<file path="config.mk">
export PLATFORM = sky130hd
export DESIGN_NAME = antialiased_line_rasterizer
export DESIGN_NICKNAME = d
export VERILOG_FILES = /design/src/sv/alr_pkg.sv /design/src/sv/antialiased_line_rasterizer.sv /design/src/sv/alr_divider.sv /design/src/sv/alr_ctrl.sv /design/src/sv/alr_datapath.sv
export VERILOG_INCLUDE_DIRS = /design/src /design/src/sv
export SDC_FILE = /design/constraint.sdc
export NUM_CORES = 2
export LEC_CHECK = 0
export BUFFER_PORTS_ARGS = -buffer_cell sky130_fd_sc_hd__buf_2
export CORE_MARGIN = 10
export CORE_UTILIZATION = 45
export CTS_CLUSTER_SIZE = 20
export DETAILED_ROUTE_END_ITERATION = 8
export HOLD_SLACK_MARGIN = 0.05
export PLACE_DENSITY = 0.63
export SLEW_MARGIN = 20
export SYNTH_ARGS = -nofsm -noshare
export SYNTH_HDL_FRONTEND = slang
export SYNTH_HIERARCHICAL = 1
export SYNTH_SLANG_ARGS = --single-unit
</file>
<file path="constraint.sdc">
create_clock -name aclk -period 17.7 [get_ports aclk]
set_clock_uncertainty 0.05 [all_clocks]
set_input_delay 1.77 -clock aclk [delete_from_list [all_inputs] [get_ports aclk]]
set_output_delay 1.77 -clock aclk [all_outputs]
set_load 0.01 [all_outputs]
</file>
<file path="src/sv/antialiased_line_rasterizer_assert.svh">
// assertion macros for the line rasteriser
// no dependencies; taken in by the top level
`ifndef ANTIALIASED_LINE_RASTERIZER_ASSERT_SVH
`define ANTIALIASED_LINE_RASTERIZER_ASSERT_SVH

// same-cycle implication, disabled during reset
`define ALR_ASSERT_IMP(label, clk, rst_n, ante, cons, msg) \
    label: assert property (@(posedge clk) disable iff (!rst_n) (ante) |-> (cons)) \
        else $error(msg);

// next-cycle implication, disabled during reset
`define ALR_ASSERT_NXT(label, clk, rst_n, ante, cons, msg) \
    label: assert property (@(posedge clk) disable iff (!rst_n) (ante) |=> (cons)) \
        else $error(msg);

`endif

</file>
<file path="src/sv/alr_pkg.sv">
// shared types, codes and helpers of the line rasteriser
// no dependencies
package alr_pkg;

    // opcodes of the input word
    localparam logic OP_START = 1'b0;
    localparam logic OP_STEP  = 1'b1;

    // full coverage weight
    localparam logic [8:0] WEIGHT_FULL = 9'd256;

    // controller states
    typedef enum logic [1:0] {
        ST_IDLE,
        ST_DIV,
        ST_OUT0,
        ST_OUT1
    } state_t;

    // controller to datapath
    typedef struct packed {
        logic load_start;
        logic start_div;
        logic do_step;
        logic sel_second;
    } cmd_t;

    // datapath to controller
    typedef struct packed {
        logic line_active;
        logic need_div;
        logic has_second;
        logic div_done;
    } status_t;

    // channel scaled by coverage weight, (c*w)>>8
    function automatic logic [7:0] scale_chan(input logic [7:0] c, input logic [8:0] w);
        logic [16:0] prod;
        prod = {9'd0, c} * {8'd0, w};
        return prod[15:8];
    endfunction

endpackage

</file>
<file path="src/sv/antialiased_line_rasterizer.sv">
// top level of the anti-aliased line rasteriser
// depends on alr_pkg, alr_ctrl, alr_datapath and the assertion header
//
//   channel   dir  handshake            word
//   s_*       in   s_valid / s_ready    op, endpoints, rgba colour
//   m_*       out  m_valid / m_ready    one pixel: x, y, scaled rgba, last
//
// a step word is taken, then each of its one or two pixels
// is held in the output register until the sink takes it
// a start word of a sloped line runs the restoring slope divider
// before the next word is taken; an axis-aligned start needs none
// reset is synchronous, active low, and leaves no line in progress
// input is refused while pixels wait on the output or the divider runs
module antialiased_line_rasterizer #(
    parameter int COORD_BITS = 12,
    parameter int FRAC_BITS  = 16
) (
    input  logic                  aclk,
    input  logic                  aresetn,
    input  logic                  s_valid,
    output logic                  s_ready,
    input  logic                  s_op,
    input  logic [COORD_BITS-1:0] s_start_x,
    input  logic [COORD_BITS-1:0] s_start_y,
    input  logic [COORD_BITS-1:0] s_end_x,
    input  logic [COORD_BITS-1:0] s_end_y,
    input  logic [7:0]            s_red,
    input  logic [7:0]            s_green,
    input  logic [7:0]            s_blue,
    input  logic [7:0]            s_alpha,
    output logic                  m_valid,
    input  logic                  m_ready,
    output logic [COORD_BITS-1:0] m_pixel_x,
    output logic [COORD_BITS-1:0] m_pixel_y,
    output logic [7:0]            m_out_red,
    output logic [7:0]            m_out_green,
    output logic [7:0]            m_out_blue,
    output logic [7:0]            m_out_alpha,
    output logic                  m_last_pixel
);

    `include "antialiased_line_rasterizer_assert.svh"

    alr_pkg::cmd_t    cmd;
    alr_pkg::status_t status;

    alr_ctrl u_ctrl (
        .aclk   (aclk),
        .aresetn(aresetn),
        .s_valid(s_valid),
        .s_op   (s_op),
        .s_ready(s_ready),
        .m_valid(m_valid),
        .m_ready(m_ready),
        .status (status),
        .cmd    (cmd)
    );

    alr_datapath #(
        .COORD_BITS(COORD_BITS),
        .FRAC_BITS (FRAC_BITS)
    ) u_dp (
        .aclk      (aclk),
        .aresetn   (aresetn),
        .cmd       (cmd),
        .status    (status),
        .start_x   (s_start_x),
        .start_y   (s_start_y),
        .end_x     (s_end_x),
        .end_y     (s_end_y),
        .red       (s_red),
        .green     (s_green),
        .blue      (s_blue),
        .alpha     (s_alpha),
        .pixel_x   (m_pixel_x),
        .pixel_y   (m_pixel_y),
        .out_red   (m_out_red),
        .out_green (m_out_green),
        .out_blue  (m_out_blue),
        .out_alpha (m_out_alpha),
        .last_pixel(m_last_pixel)
    );

    // checks on the controller and datapath working together
    `ALR_ASSERT_IMP(a_one_at_a_time, aclk, aresetn, m_valid, !s_ready, "input taken while pixel pending")
    `ALR_ASSERT_NXT(a_step_gives_pixel, aclk, aresetn, s_valid && s_ready && (s_op == alr_pkg::OP_STEP) && status.line_active, m_valid, "step with a line gave no pixel")
    `ALR_ASSERT_IMP(a_last_ends_line, aclk, aresetn, m_valid && m_last_pixel, !status.line_active, "last pixel while line still active")

endmodule

</file>
<file path="src/sv/alr_divider.sv">
// restoring divider for the minor-axis slope, one quotient bit a cycle
// depends on nothing but its parameters
module alr_divider #(
    parameter int COORD_BITS = 12,
    parameter int FRAC_BITS  = 16
) (
    input  logic                  aclk,
    input  logic                  aresetn,
    input  logic                  start,
    input  logic [COORD_BITS-1:0] dmin,
    input  logic [COORD_BITS-1:0] dmaj,
    output logic                  done,
    output logic [FRAC_BITS:0]    quotient
);

    localparam int ITER  = FRAC_BITS + 1;
    localparam int CNT_W = $clog2(ITER + 1);

    logic                  busy_reg, busy_next;
    logic                  done_reg, done_next;
    logic [CNT_W-1:0]      cnt_reg, cnt_next;
    logic [COORD_BITS:0]   rem_reg, rem_next;
    logic [COORD_BITS-1:0] div_reg, div_next;
    logic [FRAC_BITS:0]    quo_reg, quo_next;
    logic [COORD_BITS:0]   diff;
    logic                  ge;
    logic [COORD_BITS:0]   kept;

    // one compare and subtract
    always_comb begin
        ge   = rem_reg >= {1'b0, div_reg};
        diff = rem_reg - {1'b0, div_reg};
        kept = ge ? diff : rem_reg;
    end

    // iteration control
    always_comb begin
        busy_next = busy_reg;
        done_next = 1'b0;
        cnt_next  = cnt_reg;
        rem_next  = rem_reg;
        div_next  = div_reg;
        quo_next  = quo_reg;
        if (start) begin
            busy_next = 1'b1;
            cnt_next  = CNT_W'(ITER);
            rem_next  = {1'b0, dmin};
            div_next  = dmaj;
        end else if (busy_reg) begin
            quo_next = {quo_reg[FRAC_BITS-1:0], ge};
            rem_next = {kept[COORD_BITS-1:0], 1'b0};
            cnt_next = cnt_reg - CNT_W'(1);
            if (cnt_reg == CNT_W'(1)) begin
                busy_next = 1'b0;
                done_next = 1'b1;
            end
        end
    end

    always_ff @(posedge aclk) begin
        if (!aresetn) begin
            busy_reg <= 1'b0;
            done_reg <= 1'b0;
            cnt_reg  <= '0;
        end else begin
            busy_reg <= busy_next;
            done_reg <= done_next;
            cnt_reg  <= cnt_next;
        end
        rem_reg <= rem_next;
        div_reg <= div_next;
        quo_reg <= quo_next;
    end

    assign done     = done_reg;
    assign quotient = quo_reg;

endmodule

</file>
<file path="src/sv/alr_ctrl.sv">
// controller state machine of the line rasteriser
// depends on alr_pkg
module alr_ctrl (
    input  logic              aclk,
    input  logic              aresetn,
    input  logic              s_valid,
    input  logic              s_op,
    output logic              s_ready,
    output logic              m_valid,
    input  logic              m_ready,
    input  alr_pkg::status_t  status,
    output alr_pkg::cmd_t     cmd
);

    alr_pkg::state_t state_reg, state_next;
    logic            in_take;

    assign in_take = (state_reg == alr_pkg::ST_IDLE) && s_valid;

    // next state
    always_comb begin
        state_next = state_reg;
        unique case (state_reg)
            alr_pkg::ST_IDLE: begin
                if (in_take) begin
                    if (s_op == alr_pkg::OP_START) begin
                        if (status.need_div) state_next = alr_pkg::ST_DIV;
                    end else if (status.line_active) begin
                        state_next = alr_pkg::ST_OUT0;
                    end
                end
            end
            alr_pkg::ST_DIV: begin
                if (status.div_done) state_next = alr_pkg::ST_IDLE;
            end
            alr_pkg::ST_OUT0: begin
                if (m_ready) begin
                    state_next = status.has_second ? alr_pkg::ST_OUT1 : alr_pkg::ST_IDLE;
                end
            end
            alr_pkg::ST_OUT1: begin
                if (m_ready) state_next = alr_pkg::ST_IDLE;
            end
            default: state_next = alr_pkg::ST_IDLE;
        endcase
    end

    // outputs and commands
    always_comb begin
        s_ready        = state_reg == alr_pkg::ST_IDLE;
        m_valid        = (state_reg == alr_pkg::ST_OUT0) || (state_reg == alr_pkg::ST_OUT1);
        cmd.load_start = in_take && (s_op == alr_pkg::OP_START);
        cmd.start_div  = in_take && (s_op == alr_pkg::OP_START) && status.need_div;
        cmd.do_step    = in_take && (s_op == alr_pkg::OP_STEP) && status.line_active;
        cmd.sel_second = state_reg == alr_pkg::ST_OUT1;
    end

    always_ff @(posedge aclk) begin
        if (!aresetn) begin
            state_reg <= alr_pkg::ST_IDLE;
        end else begin
            state_reg <= state_next;
        end
    end

endmodule

</file>
<file path="src/sv/alr_datapath.sv">
// line state, set-up, stepping and pixel words of the rasteriser
// depends on alr_pkg and alr_divider
module alr_datapath #(
    parameter int COORD_BITS = 12,
    parameter int FRAC_BITS  = 16
) (
    input  logic                  aclk,
    input  logic                  aresetn,
    input  alr_pkg::cmd_t         cmd,
    output alr_pkg::status_t      status,
    input  logic [COORD_BITS-1:0] start_x,
    input  logic [COORD_BITS-1:0] start_y,
    input  logic [COORD_BITS-1:0] end_x,
    input  logic [COORD_BITS-1:0] end_y,
    input  logic [7:0]            red,
    input  logic [7:0]            green,
    input  logic [7:0]            blue,
    input  logic [7:0]            alpha,
    output logic [COORD_BITS-1:0] pixel_x,
    output logic [COORD_BITS-1:0] pixel_y,
    output logic [7:0]            out_red,
    output logic [7:0]            out_green,
    output logic [7:0]            out_blue,
    output logic [7:0]            out_alpha,
    output logic                  last_pixel
);

    localparam int MINOR_W = COORD_BITS + FRAC_BITS;

    typedef struct packed {
        logic [COORD_BITS-1:0] x;
        logic [COORD_BITS-1:0] y;
        logic [7:0]            r;
        logic [7:0]            g;
        logic [7:0]            b;
        logic [7:0]            a;
        logic                  last;
    } pix_t;

    // line state
    logic [COORD_BITS-1:0] pos_reg, pos_next;
    logic [COORD_BITS-1:0] end_reg, end_next;
    logic [MINOR_W-1:0]    minor_reg, minor_next;
    logic [FRAC_BITS:0]    slope_reg, slope_next;
    logic                  maj_x_reg, maj_x_next;
    logic                  maj_neg_reg, maj_neg_next;
    logic                  min_neg_reg, min_neg_next;
    logic                  axis_reg, axis_next;
    logic [31:0]           color_reg, color_next;
    logic                  active_reg, active_next;
    logic                  has2_reg, has2_next;
    pix_t                  word0_reg, word0_next;
    pix_t                  word1_reg, word1_next;

    // set-up terms
    logic [COORD_BITS-1:0] dx, dy, dmaj, dmin;
    logic                  axis_in, s_maj_x;
    logic                  div_done;
    logic [FRAC_BITS:0]    quotient;

    // step terms
    logic [COORD_BITS-1:0] fl, fl1, nxt;
    logic [8:0]            wt;
    logic                  wu_last, second, ax_last;

    alr_divider #(
        .COORD_BITS(COORD_BITS),
        .FRAC_BITS (FRAC_BITS)
    ) u_div (
        .aclk    (aclk),
        .aresetn (aresetn),
        .start   (cmd.start_div),
        .dmin    (dmin),
        .dmaj    (dmaj),
        .done    (div_done),
        .quotient(quotient)
    );

    // pixel word from major and minor coordinates
    function automatic pix_t make_pix(
        input logic                  maj_x,
        input logic [COORD_BITS-1:0] mj,
        input logic [COORD_BITS-1:0] mn,
        input logic [31:0]           col,
        input logic [8:0]            w,
        input logic                  last
    );
        pix_t p;
        p.x    = maj_x ? mj : mn;
        p.y    = maj_x ? mn : mj;
        p.r    = alr_pkg::scale_chan(col[31:24], w);
        p.g    = alr_pkg::scale_chan(col[23:16], w);
        p.b    = alr_pkg::scale_chan(col[15:8], w);
        p.a    = alr_pkg::scale_chan(col[7:0], w);
        p.last = last;
        return p;
    endfunction

    // endpoint differences and major axis choice
    always_comb begin
        dx      = (start_x > end_x) ? (start_x - end_x) : (end_x - start_x);
        dy      = (start_y > end_y) ? (start_y - end_y) : (end_y - start_y);
        axis_in = (start_x == end_x) || (start_y == end_y);
        s_maj_x = axis_in ? !(dx < dy) : (dx > dy);
        dmaj    = s_maj_x ? dx : dy;
        dmin    = s_maj_x ? dy : dx;
    end

    // current step
    always_comb begin
        fl      = minor_reg[MINOR_W-1:FRAC_BITS];
        fl1     = fl + COORD_BITS'(1);
        wt      = {1'b0, minor_reg[FRAC_BITS-1:FRAC_BITS-8]};
        nxt     = maj_neg_reg ? (pos_reg - COORD_BITS'(1)) : (pos_reg + COORD_BITS'(1));
        wu_last = nxt == end_reg;
        second  = ~&fl;
        ax_last = pos_reg == end_reg;
    end

    // state update
    always_comb begin
        pos_next     = pos_reg;
        end_next     = end_reg;
        minor_next   = minor_reg;
        slope_next   = slope_reg;
        maj_x_next   = maj_x_reg;
        maj_neg_next = maj_neg_reg;
        min_neg_next = min_neg_reg;
        axis_next    = axis_reg;
        color_next   = color_reg;
        active_next  = active_reg;
        has2_next    = has2_reg;
        word0_next   = word0_reg;
        word1_next   = word1_reg;
        if (cmd.load_start) begin
            color_next  = {red, green, blue, alpha};
            active_next = 1'b1;
            axis_next   = axis_in;
            maj_x_next  = s_maj_x;
            slope_next  = '0;
            if (axis_in) begin
                maj_neg_next = 1'b0;
                min_neg_next = 1'b0;
                if (s_maj_x) begin
                    pos_next   = (start_x < end_x) ? start_x : end_x;
                    end_next   = (start_x < end_x) ? end_x : start_x;
                    minor_next = {start_y, {FRAC_BITS{1'b0}}};
                end else begin
                    pos_next   = (start_y < end_y) ? start_y : end_y;
                    end_next   = (start_y < end_y) ? end_y : start_y;
                    minor_next = {start_x, {FRAC_BITS{1'b0}}};
                end
            end else if (s_maj_x) begin
                pos_next     = start_x;
                end_next     = end_x;
                minor_next   = {start_y, {FRAC_BITS{1'b0}}};
                maj_neg_next = end_x < start_x;
                min_neg_next = end_y < start_y;
            end else begin
                pos_next     = start_y;
                end_next     = end_y;
                minor_next   = {start_x, {FRAC_BITS{1'b0}}};
                maj_neg_next = end_y < start_y;
                min_neg_next = end_x < start_x;
            end
        end else if (cmd.do_step) begin
            if (axis_reg) begin
                word0_next  = make_pix(maj_x_reg, pos_reg, fl, color_reg,
                                       alr_pkg::WEIGHT_FULL, ax_last);
                has2_next   = 1'b0;
                active_next = !ax_last;
                if (!ax_last) pos_next = pos_reg + COORD_BITS'(1);
            end else begin
                word0_next  = make_pix(maj_x_reg, pos_reg, fl, color_reg,
                                       alr_pkg::WEIGHT_FULL - wt, wu_last && !second);
                word1_next  = make_pix(maj_x_reg, pos_reg, fl1, color_reg, wt, wu_last);
                has2_next   = second;
                active_next = !wu_last;
                pos_next    = nxt;
                if (min_neg_reg) begin
                    minor_next = minor_reg - {{(COORD_BITS - 1){1'b0}}, slope_reg};
                end else begin
                    minor_next = minor_reg + {{(COORD_BITS - 1){1'b0}}, slope_reg};
                end
            end
        end
        // slope lands once the divider finishes
        if (div_done) slope_next = quotient;
    end

    always_ff @(posedge aclk) begin
        if (!aresetn) begin
            active_reg <= 1'b0;
            has2_reg   <= 1'b0;
        end else begin
            active_reg <= active_next;
            has2_reg   <= has2_next;
        end
        pos_reg     <= pos_next;
        end_reg     <= end_next;
        minor_reg   <= minor_next;
        slope_reg   <= slope_next;
        maj_x_reg   <= maj_x_next;
        maj_neg_reg <= maj_neg_next;
        min_neg_reg <= min_neg_next;
        axis_reg    <= axis_next;
        color_reg   <= color_next;
        word0_reg   <= word0_next;
        word1_reg   <= word1_next;
    end

    // status back to the controller
    always_comb begin
        status.line_active = active_reg;
        status.need_div    = !axis_in;
        status.has_second  = has2_reg;
        status.div_done    = div_done;
    end

    // output word select
    always_comb begin
        pix_t sel;
        sel        = cmd.sel_second ? word1_reg : word0_reg;
        pixel_x    = sel.x;
        pixel_y    = sel.y;
        out_red    = sel.r;
        out_green  = sel.g;
        out_blue   = sel.b;
        out_alpha  = sel.a;
        last_pixel = sel.last;
    end

endmodule

</file>
After elaboration in Yosys (flattened, before gate mapping)
Index checks and enable logic that the tools add are counted.
{"block": "word_totals", "reg_bits": 272, "out_inout_bits": 59, "word_cells": 168}
{"block": "op_classes", "n_addsub": 12, "n_mul": 8, "magnitude_cmp": 9, "eq_ne": 16, "n_mux": 57, "bitwise_logic": 6, "reduce_logical": 26}
{"operator": "12-bit 2-to-1 mux", "count": 26}
{"operator": "28-bit 2-to-1 mux", "count": 5}
{"operator": "8-bit by 8-bit multiplier with 16-bit output", "count": 4}
{"operator": "8-bit by 9-bit multiplier with 16-bit output", "count": 4}
{"operator": "12-bit < comparator", "count": 5}
{"operator": "12-bit subtractor", "count": 5}
{"operator": "57-bit 2-to-1 mux", "count": 1}
{"operator": "12-bit == test", "count": 4}
{"operator": "12-bit greater-than comparator", "count": 3}
{"operator": "17-bit 2-to-1 mux", "count": 2}
{"operator": "33-bit 2-to-1 mux", "count": 1}
{"operator": "28-bit by 17-bit adder with 28-bit output", "count": 1}
{"operator": "28-bit by 17-bit subtractor with 28-bit output", "count": 1}
{"operator": "12-bit by 1-bit adder with 12-bit output, second input constant", "count": 2}
{"operator": "2-bit 2-to-1 mux", "count": 8}
{"operator": "13-bit by 12-bit greater-or-equal comparator with 1-bit output", "count": 1}
{"operator": "12-bit AND reduction", "count": 1}
{"operator": "12-bit by 1-bit subtractor with 12-bit output, second input constant", "count": 1}
{"operator": "1-bit 2-to-1 mux", "count": 11}
{"operator": "5-bit 2-to-1 mux", "count": 2}
{"operator": "9-bit by 8-bit subtractor with 9-bit output, first input constant", "count": 1}
{"operator": "2-bit one-hot mux with 4 select lines", "count": 1}
{"operator": "2-bit AND reduction", "count": 4}
{"operator": "1-bit logical AND", "count": 6}
{"operator": "other kinds (17)", "count": 34}

Depth between registers and ports, before layout
{"block": "depth", "word_depth": 8, "ltp_mapped": 26, "ltp_nobuf": 23}

By module
Netlist, hierarchy kept.
{"module": "alr_datapath", "n_inst": 1, "cells_each": 3360, "area_each_um2": 31237.5, "seq_area_each_um2": 6616.3}
{"module": "alr_divider", "n_inst": 1, "cells_each": 196, "area_each_um2": 2492.4, "seq_area_each_um2": 1391.3}
{"module": "alr_ctrl", "n_inst": 1, "cells_each": 25, "area_each_um2": 202.7, "seq_area_each_um2": 40.0}

Worst setup path before layout
Ideal clock, no wire load.
{"block": "synth_timing", "kind": "input-to-reg", "startpoint": "input s_start_y[0]", "endpoint": "register u_dp.u_div.rem_reg[8] (data pin)", "t_arrival_ps": 6582, "required_ps": 17389, "slack_ps": 10807, "path_stages": 24, "path_buffers": 3, "cell_sequence": "inv_1 > ha_1 > inv_1 > fa_1 > nand3_1 > a211oi_1 > a2111oi_4 > nor2_4 > mux2_4 > nor2_1 > o21ai_0 > a211oi_1 > or3_1 > ha_1 > nand4_1 > nor2_1 > o21a_1 > o311ai_0 > a21o_1 > buf_2 > buf_1 > clkbuf_1 > mux2i_1 > a221o_1"}
{"block": "synth_between", "elab_chain_cells": 7}
{"item": "start: declaration", "line": "antialiased_line_rasterizer.sv:24", "source": "input logic [COORD_BITS-1:0] s_start_y,"}
{"item": "12-bit subtractor or 12-bit greater-than comparator (tied branches)", "line": "alr_datapath.sv:102", "source": "dy = (start_y > end_y) ? (start_y - end_y) : (end_y - start_y);"}
{"item": "12-bit 2-to-1 mux", "line": "alr_datapath.sv:102"}
{"item": "12-bit < comparator", "line": "alr_datapath.sv:104", "source": "s_maj_x = axis_in ? !(dx < dy) : (dx > dy);"}
{"item": "1-bit logical NOT", "line": "alr_datapath.sv:104"}
{"item": "1-bit 2-to-1 mux", "line": "alr_datapath.sv:104"}
{"item": "12-bit 2-to-1 mux *", "line": "alr_datapath.sv:106", "source": "dmin = s_maj_x ? dy : dx;"}
{"item": "via u_dp.dmin[8]", "line": "alr_datapath.sv:56", "source": "logic [COORD_BITS-1:0] dx, dy, dmaj, dmin;"}
{"item": "12-bit 2-to-1 mux *", "line": "alr_divider.sv:44", "source": "if (start) begin"}
{"item": "via u_dp.u_div.rem_next[8]", "line": "alr_divider.sv:22", "source": "logic [COORD_BITS:0] rem_reg, rem_next;"}
{"item": "end signal: assignment", "line": "alr_divider.sv:70", "source": "rem_reg <= rem_next;"}
{"item": "end: declaration", "line": "alr_divider.sv:22"}
Mark *: on every way through the listed nets, which the timed path passes. The rest lies on a longest branch.
A chain may end at the register's enable or synchronous reset.

Worst setup path after layout
{"block": "layout_timing", "startpoint": "input s_start_x[0]", "endpoint": "register u_dp.u_div.rem_reg[11] (data pin)"}
{"block": "layout_between", "elab_chain_cells": 7}
{"item": "start: declaration", "line": "antialiased_line_rasterizer.sv:23", "source": "input logic [COORD_BITS-1:0] s_start_x,"}
{"item": "12-bit subtractor or 12-bit greater-than comparator (tied branches)", "line": "alr_datapath.sv:101", "source": "dx = (start_x > end_x) ? (start_x - end_x) : (end_x - start_x);"}
{"item": "12-bit 2-to-1 mux", "line": "alr_datapath.sv:101"}
{"item": "12-bit < comparator", "line": "alr_datapath.sv:104"}
{"item": "1-bit logical NOT", "line": "alr_datapath.sv:104"}
{"item": "1-bit 2-to-1 mux", "line": "alr_datapath.sv:104"}
{"item": "12-bit 2-to-1 mux *", "line": "alr_datapath.sv:106"}
{"item": "via u_dp.dmin[11]", "line": "alr_datapath.sv:56"}
{"item": "12-bit 2-to-1 mux *", "line": "alr_divider.sv:44"}
{"item": "via u_dp.u_div.rem_next[11]", "line": "alr_divider.sv:22"}
Marks and branches as above.

==> impl_metrics.json <==
{
  "maxSlewViolCount": 0,
  "antenna_found_initial": 8,
  "synth_cell_types": 103,
  "grt_pass1_vias": 25160,
  "synth_fp_nets": 4338,
  "reg2reg_from": "u_dp/minor_reg[8]",
  "grt_use_total_pct": 20.45,
  "synth_cells": 3581,
  "cts_hold_buf": 0,
  "cap_violations": 0,
  "relSlewSlack_pct": 27.91,
  "synth.avg_cell_area_um2": 9.476,
  "synth_area_mm2": 0.03393,
  "async_flop_share_pct": 0,
  "post_cts_buffers": 0,
  "drt_wl_total_mm": 87.52,
  "holdCritStartpoint": "u_dp/u_div/quotient[15]",
  "synth.area.top_cells": "edfxtp_1, fa_1, ha_1",
  "dp_cells": 4544,
  "slowest_stage": "o211a_1",
  "gp_congestion": 0.9230,
  "coreArea_mm2": 0.07457,
  "io_pins": 144,
  "cp.arrival_ps": 8430,
  "cp_max_fo": 32,
  "critPathKind": "in -> reg",
  "dp_hpwl_mm": 63.28,
  "cts-root-buf": "clkbuf_16",
  "synth_top_area_share_pct": 23.01,
  "avgViaCountPerCell": 5.394,
  "synth_edf_count": 260,
  "fp.dieW_um": 294.6,
  "ys_ff_latch": 272,
  "fill_cells": 7042,
  "finalCriticalPeriod_ps": 8176,
  "worstMarginPinSlew_ps": 1066,
  "hold_class": "reg -> reg",
  "setup_viol": 0,
  "path_cells": "buf_2 > inv_1 > ha_1 > inv_1 > fa_1 > a21o_1 > a211oi_2 > o211a_1 > o221a_2 > o311ai_1 > a2111o_1 > nand2_1 > xnor2_1 > ha_1 > nand4_1 > nor2_1 > o21a_1 > o311ai_0 > a21o_2 > buf_4 > inv_2 > mux2_1 > mux2_2",
  "irDropWorstVdd_mv": 0.1248,
  "cts_htree_levels": 2,
  "initial_utilization_pct": 45.50,
  "grt_max_degree": 71,
  "drive_above_1_share_pct": 10.76,
  "place.port_buffers": 143,
  "ys_seq_area_share_pct": 23.72,
  "cts_buffer_depth": 3,
  "drtPass1Iterations": 6,
  "area_delta_synth_final_pct": 7.957,
  "final_cells": 4613,
  "grt.overflow.total": 0,
  "die_h_um": 294.6,
  "start_kind": "primary input",
  "ctsResizeCount": 0,
  "hold_violations": 0,
  "clock_latency_ps": 580,
  "ff2ff_setup_slack_ps": 10590,
  "cp-end-kind": "flip-flop",
  "drt-initial-drc-count": 1515,
  "cts_made_buffers": 37,
  "dieArea_mm2": 0.08679,
  "setup_tns_ps": 0,
  "outcome": "finished, final reports clean",
  "cts.sinks": 272,
  "yosysWarningCount": 6,
  "max_freq_mhz": 122.3,
  "holdPathStages": 0,
  "drcViolationCount": 0,
  "yosysTopAreaCell": "edfxtp_1",
  "cts_tree": "done",
  "num_rows": 100,
  "grt_pass1_wl_mm": 140.9,
  "dr_total_vias": 24880,
  "synth-main-ff-cell": "edfxtp_1",
  "crit_path_max_incr_delay_ps": 870,
  "regToRegEndpoint": "u_dp/word0_reg[32]",
  "path_clk_slew_ps": 50,
  "rsz0062_at_grt": "false",
  "p_per_area_mw_per_mm2": 172.8,
  "wl_per_cell_um": 18.97,
  "final_nets": 4372,
  "final_util_pct": 49.12,
  "ant_nets": 0,
  "r2r.worst_path.cells": 23,
  "p_leak_nw": 16.84,
  "whs_endpoint": "u_dp/u_div/quotient[16]",
  "worstPathRequired_ps": 17950,
  "fin_crit_sh_pct": 46.19
}
## cell type report
cell class / instances / area (um2) / share of cell area (%)
Multi-Input combinational cell: 2607 / 23270 / 63.52
Sequential cell: 272 / 8048 / 21.97
Inverter: 522 / 1959 / 5.349
Tap cell: 969 / 1212 / 3.310
Timing Repair Buffer: 175 / 963.4 / 2.630
Clock buffer: 42 / 944.7 / 2.579
Clock inverter: 25 / 232.7 / 0.6353
Antenna cell: 1 / 2.502 / 0.006831
## cells by family (layout without fill, tap and decap cells)
| group | count (synthesis) | count (layout) | share of synthesized area (%) |
|---|---|---|---|
| AOI/OAI and AO/OA | 487 | 487 | 9.340 |
| other | 0 | 1 | 0 |
| buffers and inverters | 702 | 764 | 7.906 |
| xor gates and xnor gates | 176 | 176 | 4.543 |
| and+or+nand+nor | 1102 | 1102 | 16.69 |
| muxes | 170 | 170 | 6.254 |
| adders and majority gates | 672 | 672 | 31.55 |
| DFF | 272 | 272 | 23.72 |
## power by group
part / internal, mW / total, mW / switching, mW
sequential: 0.951 / 1.03 / 0.0829
combinational: 2.00 / 4.55 / 2.55
clock: 0.432 / 0.749 / 0.318
## through the flow
stage          setup WS, ps  cell area, um2  power (mW)  hold WS [ps]
6_report               9524           36630       6.331         394.2
3_5_place_dp           8995           35440       5.584         381.9
2_1_floorplan         10810           33930       4.608         368.1
4_1_cts                9578           36620       6.396         390.4
3_3_place_gp           9056           35440       5.506         375.5
5_1_grt                9101           36630       7.138         403.4
## metal layers
layer / routed length (um) / up-vias / track usage, %
met3: 4967 / 140 / 3.596
li1: - / 11950 / -
met5: 57 / - / 0
met1: 40000 / 12170 / 27.73
met4: 2760 / 10 / 6.534
met2: 39740 / 612 / 32.79
## cell usage after synthesis (17+ instances only)
library cell and instances:
mux2_2 81, o21bai_1 17, nand2_1 341, a21o_1 36, clkbuf_1 158, nor2_1 147, and3_1 22, mux2i_1 56
edfxtp_1 260, ha_1 366, a21oi_1 128, xor2_1 67, and2_1 362, xnor2_1 109, nor2b_1 23, fa_1 306
o21ai_0 152, nor3_1 39, o21a_1 17, mux4_2 24, inv_1 520, nand4_1 20, nand3_1 57
## worst max-delay path: cells and delay by family
family / cells / cell delay (ps)
AO/OA/AOI/OAI: 9 / 3430
buffers and inverters: 5 / 1170
adder cells (fa/ha/maj): 3 / 860
multiplexers: 2 / 680
AND/OR/NAND/NOR: 3 / 270
XOR/XNOR: 1 / 180
## worst max-delay path by stage
stage                                   endpoint  cells past startpoint    startpoint  slack, ps
after floorplan            u_dp/u_div/rem_reg[8]                     24  s_start_y[0]      10810
after global placement    u_dp/u_div/rem_reg[11]                     23  s_start_x[0]       9060
after detailed placement  u_dp/u_div/rem_reg[11]                     23  s_start_x[0]       8990
after CTS                 u_dp/u_div/rem_reg[11]                     23  s_start_x[0]       9580
after global routing      u_dp/u_div/rem_reg[11]                     23  s_start_x[0]       9100
final                     u_dp/u_div/rem_reg[11]                     23  s_start_x[0]       9520
## cell usage in the layout (no fill, tap or decap), types with 81 or more instances in the layout
cell	count
a21oi_1	128
and2_1	362
buf_2	143
edfxtp_1	260
fa_1	306
ha_1	366
inv_1	519
mux2_2	81
nand2_1	341
nor2_1	145
o21ai_0	152
xnor2_1	105
(Power assumes the default switching activity.)
